==> config.mk <==
export PLATFORM = sky130hd
export DESIGN_NAME = tile_intensity_window_stretch_top_flat
export DESIGN_NICKNAME = d
export VERILOG_FILES = /design/src/hdl/tiws_pkg.sv /design/src/hdl/tiws_if.sv /design/src/hdl/tiws_div.sv /design/src/hdl/tile_intensity_window_stretch_top.sv /design/src/flat_wrapper.sv
export SDC_FILE = /design/constraint.sdc
export NUM_CORES = 1
export LEC_CHECK = 0
export ABC_AREA = 0
export BUFFER_PORTS_ARGS = -buffer_cell sky130_fd_sc_hd__buf_2
export CAP_MARGIN = 20
export CORE_ASPECT_RATIO = 0.75
export CORE_MARGIN = 1
export CORE_UTILIZATION = 60
export DETAILED_ROUTE_END_ITERATION = 7
export GPL_TIMING_DRIVEN = 0
export PLACE_DENSITY = 0.8
export RECOVER_POWER = 25
export SLEW_MARGIN = 25
export SYNTH_ARGS = -nofsm -noshare
export SYNTH_HDL_FRONTEND = slang
export SYNTH_SLANG_ARGS = --single-unit
==> constraint.sdc <==
create_clock -name clk_i -period 13.8 [get_ports clk_i]
set_clock_uncertainty 0.15 [all_clocks]
set_input_delay 0.69 -clock clk_i [delete_from_list [all_inputs] [get_ports clk_i]]
set_output_delay 0.69 -clock clk_i [all_outputs]
set_load 0.05 [all_outputs]
==> src/hdl/tiws_pkg.sv <==
// Shared types and constants for the tile intensity window and stretch mapper.
`timescale 1ns / 1ps
`default_nettype none
package tiws_pkg;

  localparam int unsigned PixW     = 8;
  localparam int unsigned NumW     = 2 * PixW;
  localparam int unsigned CfgIdxW  = 2;
  localparam int unsigned CfgDataW = 8;
  localparam int unsigned DivSteps = PixW;
  localparam int unsigned DivCntW  = $clog2(DivSteps);

  localparam logic [PixW-1:0] PixMax = {PixW{1'b1}};
  localparam logic [PixW-1:0] PixMin = '0;

  localparam logic CmdMeasure = 1'b0;
  localparam logic CmdMap     = 1'b1;

  typedef enum logic [CfgIdxW-1:0] {
    REG_ISO_CUTOFF     = 2'd0,
    REG_STRETCH_ENABLE = 2'd1,
    REG_WINDOW_LOW     = 2'd2,
    REG_WINDOW_HIGH    = 2'd3
  } cfg_reg_e;

  typedef enum logic [2:0] {
    ST_IDLE = 3'b001,
    ST_DIV  = 3'b010,
    ST_OUT  = 3'b100
  } state_e;

  typedef struct packed {
    logic busy;
    logic done;
  } div_status_t;

endpackage
`default_nettype wire

==> src/hdl/tiws_if.sv <==
// Valid/ready channel interfaces for input pixels and mapped pixels.
`timescale 1ns / 1ps
`default_nettype none
interface tiws_in_if;
  logic       valid;
  logic       ready;
  logic       cmd;
  logic [7:0] pixel;
  logic       first_in_tile;

  modport source (output valid, output cmd, output pixel, output first_in_tile, input ready);
  modport sink   (input valid, input cmd, input pixel, input first_in_tile, output ready);
endinterface

interface tiws_out_if;
  logic       valid;
  logic       ready;
  logic [7:0] out_pixel;

  modport source (output valid, output out_pixel, input ready);
  modport sink   (input valid, input out_pixel, output ready);
endinterface
`default_nettype wire

==> src/hdl/tiws_div.sv <==
// Restoring divider, one quotient bit per cycle, with round-half-even result.
`timescale 1ns / 1ps
`default_nettype none
module tiws_div (
  input  logic                              clk_i,
  input  logic                              rst_ni,
  input  logic                              start_i,
  input  logic [tiws_pkg::NumW-1:0]         num_i,
  input  logic [tiws_pkg::PixW-1:0]         den_i,
  output tiws_pkg::div_status_t             status_o,
  output logic [tiws_pkg::PixW-1:0]         quo_o
);
  import tiws_pkg::*;

  logic [PixW-1:0]    rem_q, rem_d;
  logic [PixW-1:0]    quo_q, quo_d;
  logic [PixW-1:0]    den_q;
  logic [DivCntW-1:0] cnt_q;
  logic               busy_q;
  logic               done_q;

  logic [PixW:0] trial;
  logic [PixW:0] diff;
  logic          fits;
  logic [PixW:0] twice_rem;
  logic          round_up;

  assign trial = {rem_q, quo_q[PixW-1]};
  assign fits  = trial >= {1'b0, den_q};
  assign diff  = trial - {1'b0, den_q};

  always_comb begin
    rem_d = fits ? diff[PixW-1:0] : trial[PixW-1:0];
    quo_d = {quo_q[PixW-2:0], fits};
  end

  always_ff @(posedge clk_i or negedge rst_ni) begin
    if (!rst_ni) begin
      busy_q <= 1'b0;
      done_q <= 1'b0;
      cnt_q  <= '0;
    end else if (start_i) begin
      busy_q <= 1'b1;
      done_q <= 1'b0;
      cnt_q  <= '0;
    end else if (busy_q) begin
      cnt_q <= cnt_q + DivCntW'(1);
      if (cnt_q == DivCntW'(DivSteps - 1)) begin
        busy_q <= 1'b0;
        done_q <= 1'b1;
      end
    end else begin
      done_q <= 1'b0;
    end
  end

  always_ff @(posedge clk_i) begin
    if (start_i) begin
      rem_q <= num_i[NumW-1:PixW];
      quo_q <= num_i[PixW-1:0];
      den_q <= den_i;
    end else if (busy_q) begin
      rem_q <= rem_d;
      quo_q <= quo_d;
    end
  end

  // round to nearest, ties to even
  assign twice_rem = {rem_q, 1'b0};
  assign round_up  = (twice_rem > {1'b0, den_q}) ||
                     ((twice_rem == {1'b0, den_q}) && quo_q[0]);
  assign quo_o     = quo_q + PixW'(round_up);

  assign status_o.busy = busy_q;
  assign status_o.done = done_q;

endmodule
`default_nettype wire

==> src/hdl/tile_intensity_window_stretch_top.sv <==
// Timing: a measure word is absorbed in its accept cycle; a saturating map word is
// held in res_q, then in out_data_q; a divided map word passes the divider first.
// Throughput: one measure word per cycle while idle; after a map word no word is taken
// until it loads out_data_q. The divider runs 8 steps on a shared subtract/compare.
// Reset: async active low; control and config registers default, tile min 255, max 0.
`timescale 1ns / 1ps
`default_nettype none
module tile_intensity_window_stretch_top (
  input  logic                              clk_i,
  input  logic                              rst_ni,
  tiws_in_if.sink                           in_i,
  tiws_out_if.source                        out_o,
  input  logic                              cfg_we_i,
  input  logic [tiws_pkg::CfgIdxW-1:0]      cfg_idx_i,
  input  logic [tiws_pkg::CfgDataW-1:0]     cfg_data_i
);
  import tiws_pkg::*;

  logic [PixW-1:0] iso_q;
  logic            stretch_q;
  logic [PixW-1:0] wlo_q;
  logic [PixW-1:0] whi_q;
  logic [PixW-1:0] min_q;
  logic [PixW-1:0] max_q;

  state_e          state_q, state_d;
  logic [PixW-1:0] res_q, res_d;
  logic            out_valid_q;
  logic [PixW-1:0] out_data_q;

  logic            accept;
  logic            out_load;
  logic [PixW-1:0] p_cut;
  logic [PixW-1:0] lo;
  logic [PixW-1:0] den;
  logic [PixW:0]   win_lo_p1;
  logic [PixW:0]   win_hi;
  logic [PixW:0]   win_den;
  logic [PixW:0]   lo_plus_den;
  logic            sat_low;
  logic            sat_high;
  logic [PixW-1:0] d;
  logic [NumW-1:0] num;
  logic            div_start;
  div_status_t     div_status;
  logic [PixW-1:0] div_quo;

  assign accept   = in_i.valid && in_i.ready;
  assign in_i.ready = (state_q == ST_IDLE);
  assign out_load = (state_q == ST_OUT) && (!out_valid_q || out_o.ready);

  assign out_o.valid     = out_valid_q;
  assign out_o.out_pixel = out_data_q;

  // iso cutoff; a zero cutoff never fires
  assign p_cut = (in_i.pixel < iso_q) ? PixMin : in_i.pixel;

  always_comb begin
    win_lo_p1   = {1'b0, wlo_q} + (PixW + 1)'(1);
    win_hi      = ({1'b0, whi_q} < win_lo_p1) ? win_lo_p1 : {1'b0, whi_q};
    win_den     = win_hi - {1'b0, wlo_q};
    if (stretch_q) begin
      lo  = min_q;
      den = (max_q > min_q) ? (max_q - min_q) : PixW'(1);
    end else begin
      lo  = wlo_q;
      den = win_den[PixW-1:0];
    end
    lo_plus_den = {1'b0, lo} + {1'b0, den};
    sat_low     = p_cut <= lo;
    sat_high    = {1'b0, p_cut} >= lo_plus_den;
    d           = p_cut - lo;
    num         = {d, PixMin} - {PixMin, d};
  end

  assign div_start = accept && (in_i.cmd == CmdMap) && !sat_low && !sat_high;

  tiws_div u_div (
    .clk_i    (clk_i),
    .rst_ni   (rst_ni),
    .start_i  (div_start),
    .num_i    (num),
    .den_i    (den),
    .status_o (div_status),
    .quo_o    (div_quo)
  );

  always_comb begin
    state_d = state_q;
    res_d   = res_q;
    case (state_q)
      ST_IDLE: begin
        if (accept && (in_i.cmd == CmdMap)) begin
          if (sat_low) begin
            res_d   = PixMin;
            state_d = ST_OUT;
          end else if (sat_high) begin
            res_d   = PixMax;
            state_d = ST_OUT;
          end else begin
            state_d = ST_DIV;
          end
        end
      end
      ST_DIV: begin
        if (div_status.done) begin
          res_d   = div_quo;
          state_d = ST_OUT;
        end
      end
      ST_OUT: begin
        if (out_load) begin
          state_d = ST_IDLE;
        end
      end
      default: begin
        state_d = ST_IDLE;
      end
    endcase
  end

  always_ff @(posedge clk_i or negedge rst_ni) begin
    if (!rst_ni) begin
      state_q     <= ST_IDLE;
      out_valid_q <= 1'b0;
    end else begin
      state_q <= state_d;
      if (out_load) begin
        out_valid_q <= 1'b1;
      end else if (out_o.ready) begin
        out_valid_q <= 1'b0;
      end
    end
  end

  always_ff @(posedge clk_i) begin
    res_q <= res_d;
    if (out_load) begin
      out_data_q <= res_q;
    end
  end

  // configuration registers
  always_ff @(posedge clk_i or negedge rst_ni) begin
    if (!rst_ni) begin
      iso_q     <= PixMin;
      stretch_q <= 1'b0;
      wlo_q     <= PixMin;
      whi_q     <= PixMax;
    end else if (cfg_we_i) begin
      case (cfg_reg_e'(cfg_idx_i))
        REG_ISO_CUTOFF:     iso_q     <= cfg_data_i[PixW-1:0];
        REG_STRETCH_ENABLE: stretch_q <= cfg_data_i[0];
        REG_WINDOW_LOW:     wlo_q     <= cfg_data_i[PixW-1:0];
        REG_WINDOW_HIGH:    whi_q     <= cfg_data_i[PixW-1:0];
        default: begin
        end
      endcase
    end
  end

  // tile min/max tracking on measure words
  always_ff @(posedge clk_i or negedge rst_ni) begin
    if (!rst_ni) begin
      min_q <= PixMax;
      max_q <= PixMin;
    end else if (accept && (in_i.cmd == CmdMeasure)) begin
      if (in_i.first_in_tile) begin
        min_q <= p_cut;
        max_q <= p_cut;
      end else begin
        if (p_cut < min_q) begin
          min_q <= p_cut;
        end
        if (p_cut > max_q) begin
          max_q <= p_cut;
        end
      end
    end
  end

endmodule
`default_nettype wire

==> src/flat_wrapper.sv <==
// flat-port wrapper written by rule: the top's interface ports become plain ports
module tile_intensity_window_stretch_top_flat import tiws_pkg::*;
  (clk_i, rst_ni, cfg_we_i, cfg_idx_i, cfg_data_i, in_i_valid, in_i_cmd, in_i_pixel, in_i_first_in_tile, in_i_ready, out_o_valid, out_o_out_pixel, out_o_ready);
  tiws_in_if in_i_i ();
  tiws_out_if out_o_i ();
  input  logic clk_i;
  input  logic rst_ni;
  input  logic cfg_we_i;
  input  logic [tiws_pkg::CfgIdxW-1:0] cfg_idx_i;
  input  logic [tiws_pkg::CfgDataW-1:0] cfg_data_i;
  input wire logic [$bits(in_i_i.valid)-1:0] in_i_valid;
  input wire logic [$bits(in_i_i.cmd)-1:0] in_i_cmd;
  input wire logic [$bits(in_i_i.pixel)-1:0] in_i_pixel;
  input wire logic [$bits(in_i_i.first_in_tile)-1:0] in_i_first_in_tile;
  output wire logic [$bits(in_i_i.ready)-1:0] in_i_ready;
  output wire logic [$bits(out_o_i.valid)-1:0] out_o_valid;
  output wire logic [$bits(out_o_i.out_pixel)-1:0] out_o_out_pixel;
  input wire logic [$bits(out_o_i.ready)-1:0] out_o_ready;
  assign in_i_i.valid = in_i_valid;
  assign in_i_i.cmd = in_i_cmd;
  assign in_i_i.pixel = in_i_pixel;
  assign in_i_i.first_in_tile = in_i_first_in_tile;
  assign in_i_ready = in_i_i.ready;
  assign out_o_valid = out_o_i.valid;
  assign out_o_out_pixel = out_o_i.out_pixel;
  assign out_o_i.ready = out_o_ready;
  tile_intensity_window_stretch_top u_core (.clk_i(clk_i), .rst_ni(rst_ni), .in_i(in_i_i), .out_o(out_o_i), .cfg_we_i(cfg_we_i), .cfg_idx_i(cfg_idx_i), .cfg_data_i(cfg_data_i));
endmodule
==> results.yml, run 1 <==
placed_design:
  dpl_worst_slack_ns: 5.90
  dp_hpwl_mm: 13.0
  gp_congestion: 0.911
  place_area_mm2: 0.00733
  port_buffers: 34
timing:
  rsz0062_at_grt: "no"
  period_needed_ns: 8.05
  setup_viol: 0
  period_share_pct: 58.4
  setup_ws_ns: 5.75
  hold_violations: 0
  finalMaxSlewViolations: 51
  worst_slew_pin_slew_ns: 2.65
  timing.fmax_ghz: 0.124
  finalSetupTns_ns: 0
  max_slew_margin_pct: -76.6
drt:
  final_antenna_net_count: 0
  first_pass_iters: 5
  routedWlPerCell_um: 18.0
  drt-initial-drc-count: 417
  vias_per_cell: 6.01
  vias: 5374
  drt_wl_total_mm: 16.1
  drc: 0
synthesis:
  synthDistinctLibCells: 74
  synth_top_area_cell: "edfxtp_1"
  synth.area.top_cells: "edfxtp_1, ha_1, dfrtp_1"
  synthCells: 704
  yosysMostFrequentCell: "ha_1"
  yosysWarnings: 0
  synth_common_cells: "ha_1, inv_1, o21ai_0"
  synth.top_cell.area_share_pct: 17.2
  synth_nets: 816
  ys_ff_latch: 90
  netlist_area_mm2: 0.00698
  avgSynthCellArea_um2: 9.92
  synth_ff_type: "edfxtp_1"
  ys_seq_area_share_pct: 35.4
  async_reset_ff_share_pct: 55.6
  synth_edf_count: 40
critical_path:
  cp-end-kind: "register"
  crit_path_max_incr_delay_ns: 0.61
  critPathKind: "register to register"
  arrival_ns: 7.88
  worst-r2r-cell-count: 31
  crit_start: "u_core.wlo_q[0]$_DFFE_PN0P_"
  critPathSlowestCell: "a2111oi_0"
  crit_top_cell: "ha_1"
  critPathMaxFanout: 16
  worstPathRequired_ns: 13.63
  r2r_start: "u_core.wlo_q[0]$_DFFE_PN0P_"
  critPathLaunchType: "register"
clocking:
  cts_post_setup_buffers_inserted: 0
  cts_hold_buffers: 0
  clock-root-buffer: "clkbuf_16"
  cts_tree: "yes"
  clock_sinks: 90
  ctsHtreeMaxLevel: 3
  clkTransAtPathRegs_ns: 0.07
  cts-resized-gates: 0
  clock_latency_ns: 0.35
  cts_buffer_depth: 2
  cts_buffers: 9
layout:
  fin_util_pct: 68.6
  drive_gt1_share_pct: 17.5
  insertedDiodeCount: 0
  finalInstanceArea_mm2: 0.00762
  final_nets: 861
  area_growth_pct: 9.21
  fill_cells: 823
outcome:
  status: "finished, violations left"
  violations: "max-capacitance violations, max-slew violations"
global_routing:
  grt_max_degree: 51
  grt_pass1_wl_mm: 26.6
  grt_usage_pct: 28.8
  grt_pass1_vias: 5419
  overflow: 0
  antenna_found_initial: 0
floorplanning:
  die_w_um: 127
  num_rows: 33
  die_y_um: 95.4
  io_pins: 35
  coreArea_mm2: 0.0111
  die_area_mm2: 0.0121
  start_util_pct: 62.8
hold_path:
  worstHoldPathCells: 0
  hold_class: "register to register"
  min-delay-start: "u_core.res_q[3]$_DFFE_PP_"
run:
  drv_cap: 1
## cells in the final DEF (no fill, tap or decap), types with 4 or more instances in the layout
cell type	count
nand2b_1	13
nor2b_1	19
nand2_1	46
o22ai_1	6
o21a_1	8
edfxtp_1	40
inv_1	62
or3_1	4
buf_2	34
ha_1	82
dfstp_2	17
xor2_1	13
a21o_1	13
clkbuf_16	9
o31ai_1	5
o31a_1	8
nor2_1	39
clkbuf_1	7
xnor2_1	28
nand3_1	15
a211oi_1	4
mux2_2	37
o21ai_0	54
dfrtp_1	33
fa_1	5
nor3_1	7
mux2_4	5
a21oi_1	44
mux2i_1	17
clkinv_4	4
and3_1	5
nand4_1	5
## final cells by class
| class | count | area [um^2] | share of cell area [%] |
|---|---|---|---|
| Clock inverter | 7 | 73.8 | 0.968 |
| Buffer | 12 | 73.8 | 0.968 |
| Multi-Input combinational cell | 540 | 4200 | 55.1 |
| Tap cell | 140 | 175 | 2.30 |
| Inverter | 62 | 233 | 3.05 |
| Timing Repair Buffer | 34 | 169 | 2.22 |
| Clock buffer | 9 | 225 | 2.95 |
| Sequential cell | 90 | 2470 | 32.4 |
## final timing paths
| path | to | slack (ns) |
|---|---|---|
| setup / recovery | u_core.u_div.rem_q[6]$_DFFE_PP_ | 5.75 |
| hold / removal | u_core.out_o.out_pixel[3]$_DFFE_PP_ | 0.27 |
| setup reg to reg | u_core.u_div.rem_q[6]$_DFFE_PP_ | 5.75 |
| hold reg to reg | u_core.out_o.out_pixel[3]$_DFFE_PP_ | 0.27 |
| max in group asynchronous | u_core.max_q[0]$_DFFE_PN0P_ | 10.97 |
| min in group asynchronous | u_core.wlo_q[1]$_DFFE_PN0P_ | 1.02 |
## stage by stage
step,hold slack (ns),std cells
floorplan,0.244,704
detailed placement,0.256,878
CTS,0.232,894
finish,0.272,894
global placement,0.256,878
global route,0.291,894
## kinds of logic (layout without fill, tap and decap cells)
logic type	Yosys count	after routing	share of synthesized area (%)
muxes	59	59	9.48
adders and majority gates	87	87	16.1
xor gates and xnor gates	41	41	5.14
buffers and inverters	74	124	4.39
and+or+nand+nor	179	179	13.1
AOI/OAI and AO/OA	174	174	16.3
DFF	90	90	35.4
## worst max-delay path: cells and delay by family (launching register included)
kind / cells / cell delay [ns]
fa+ha+maj: 6 / 1.96
buf+inv: 4 / 0.38
compound gates: 14 / 2.99
xor+xnor: 2 / 0.41
flops: 1 / 0.54
simple gates: 5 / 1.25
## layer usage
metal  part of all wire, %  vias to the layer above  GRT usage [%]
met3                   6.3                       22           4.94
met1                    48                     2568           40.2
li1                      -                     2627              -
met5                     0                        -              0
met4                   1.6                        0           7.73
met2                    44                      157           46.7
Power of run 1 is left out: the tool's default activity adds up to more than one toggle a clock period on the data nets, which glitch-free logic cannot reach.
==> inputs of run 2 (changes only) <==
clock period = 7.5 ns   (was 13.8 ns; I/O delays follow)
==> results.yml, run 2 (synthesis gave the netlist of run 1 again) <==
outcome:
  status: "finished, violations left"
  violations: "max-capacitance violations, max-slew violations"
drt:
  drt_wl_total_mm: 16.5
  first_pass_iters: 4
  routedWlPerCell_um: 18.3
  final_antenna_net_count: 0
  vias: 5447
  drc: 0
  drt-initial-drc-count: 474
  vias_per_cell: 6.05
timing:
  period_needed_ns: 7.12
  finalMaxSlewViolations: 51
  hold_violations: 0
  max_slew_margin_pct: -77.2
  worst_slew_pin_slew_ns: 2.66
  setup_viol: 0
  timing.fmax_ghz: 0.140
  period_share_pct: 95.0
critical_path:
  critPathLaunchType: "register"
  critPathMaxFanout: 11
  arrival_ns: 7.08
  critPathKind: "register to register"
  crit_family: "compound AO/OA/AOI/OAI gates"
  crit_top_cell: "ha_1"
  crit_path_max_incr_delay_ns: 0.43
  critPathBufInv: 4
  worstPathRequired_ns: 7.46
  cp-end-kind: "register"
  critPathSlowestCell: "dfrtp_2"
layout:
  insertedDiodeCount: 0
  final_cell_mix: "ha_1, inv_1, o21ai_0"
  area_growth_pct: 11.2
  fin_util_pct: 69.9
  final_nets: 868
  drive_gt1_share_pct: 20.1
  final_common_cell: "ha_1"
floorplanning:
  io_pins: 35
  coreArea_mm2: 0.0111
  start_util_pct: 62.8
  num_rows: 33
  die_w_um: 127
  die_y_um: 95.4
  die_area_mm2: 0.0121
placed_design:
  gp_congestion: 0.911
  port_buffers: 34
  dp_hpwl_mm: 13.0
clocking:
  clock-root-buffer: "clkbuf_16"
  cts_buffers: 9
  ctsHtreeMaxLevel: 3
  clock_latency_ns: 0.35
  cts_buffer_depth: 2
  cts_tree: "yes"
  clock_sinks: 90
  clkTransAtPathRegs_ns: 0.08
global_routing:
  overflow: 0
  grt_max_degree: 51
  grt_usage_pct: 29.0
  grt_pass1_vias: 5400
  antenna_found_initial: 0
  grt_pass1_wl_mm: 26.7
hold_path:
  hold_class: "input pin to register"
run:
  drv_cap: 1
run 2: path summary, 6_finish.rpt:
kind,cells after the start,startpoint,slack [ns],endpoint
min in group asynchronous,2,rst_ni,1.25,u_core.wlo_q[0]$_DFFE_PN0P_
worst max-delay path,32,u_core.wlo_q[0]$_DFFE_PN0P_,0.38,u_core.u_div.quo_q[4]$_DFFE_PP_
max in group asynchronous,2,rst_ni,4.25,u_core.wlo_q[2]$_DFFE_PN0P_
worst max register to register,32,u_core.wlo_q[0]$_DFFE_PN0P_,0.38,u_core.u_div.quo_q[4]$_DFFE_PP_
worst min-delay path,3,cfg_data_i[4],0.15,u_core.iso_q[4]$_DFFE_PN0P_
worst min register to register,0,u_core.res_q[3]$_DFFE_PP_,0.27,u_core.out_o.out_pixel[3]$_DFFE_PP_
run 2: routing by layer:
layer / global-route usage, % / share of wire, %
met5: 0 / 0
met4: 7.23 / 1.4
met3: 4.88 / 6.7
met2: 47.1 / 44
met1: 40.5 / 48
run 2: area by class of cell:
cell class | instances | area [um^2]
buffer | 12 | 77.6
clock buffer | 9 | 225
clock inverter | 7 | 73.8
fill | 802 | 3350
inverter | 62 | 233
multi-input combinational | 541 | 4280
sequential | 90 | 2480
tap | 140 | 175
timing repair buffer | 40 | 215
run 2: stage by stage:
step / area, um^2 / hold WS (ns) / cells / TNS (ns) / setup WS, ns
detailed placement: 7330 / 0.256 / 878 / -6.59 / -0.402
global placement: 7330 / 0.256 / 878 / -3.01 / -0.190
global route: 7760 / 0.160 / 901 / -1.30 / -0.0883
finish: 7760 / 0.148 / 901 / 0 / 0.378
CTS: 7660 / 0.140 / 896 / 0 / 0.00197
floorplan: 6980 / -0.0706 / 704 / 0 / 0.713
run 2: repair_timing:
| action | 4_1_cts | 5_1_grt |
|---|---|---|
| setup endpoints to repair | 31 | 55 |
| hold endpoints to repair | 33 | 0 |
| setup buffers | 1 | 4 |
| cloned | 0 | 1 |
| hold buffers | 1 | 0 |
| resized for setup | 3 | 22 |
| pin swaps | 0 | 2 |
run 2: worst register-to-register path, delay by kind of cell, from the launching register on:
kind	cells	cell delay, ns
AOI/OAI and AO/OA	13	2.17
xor gates and xnor gates	3	0.48
adders and majority gates	6	1.72
buffers and inverters	4	0.52
DFF	1	0.43
muxes	1	0.31
and+or+nand+nor	5	1.10
Power of run 2 is left out for the same reason.
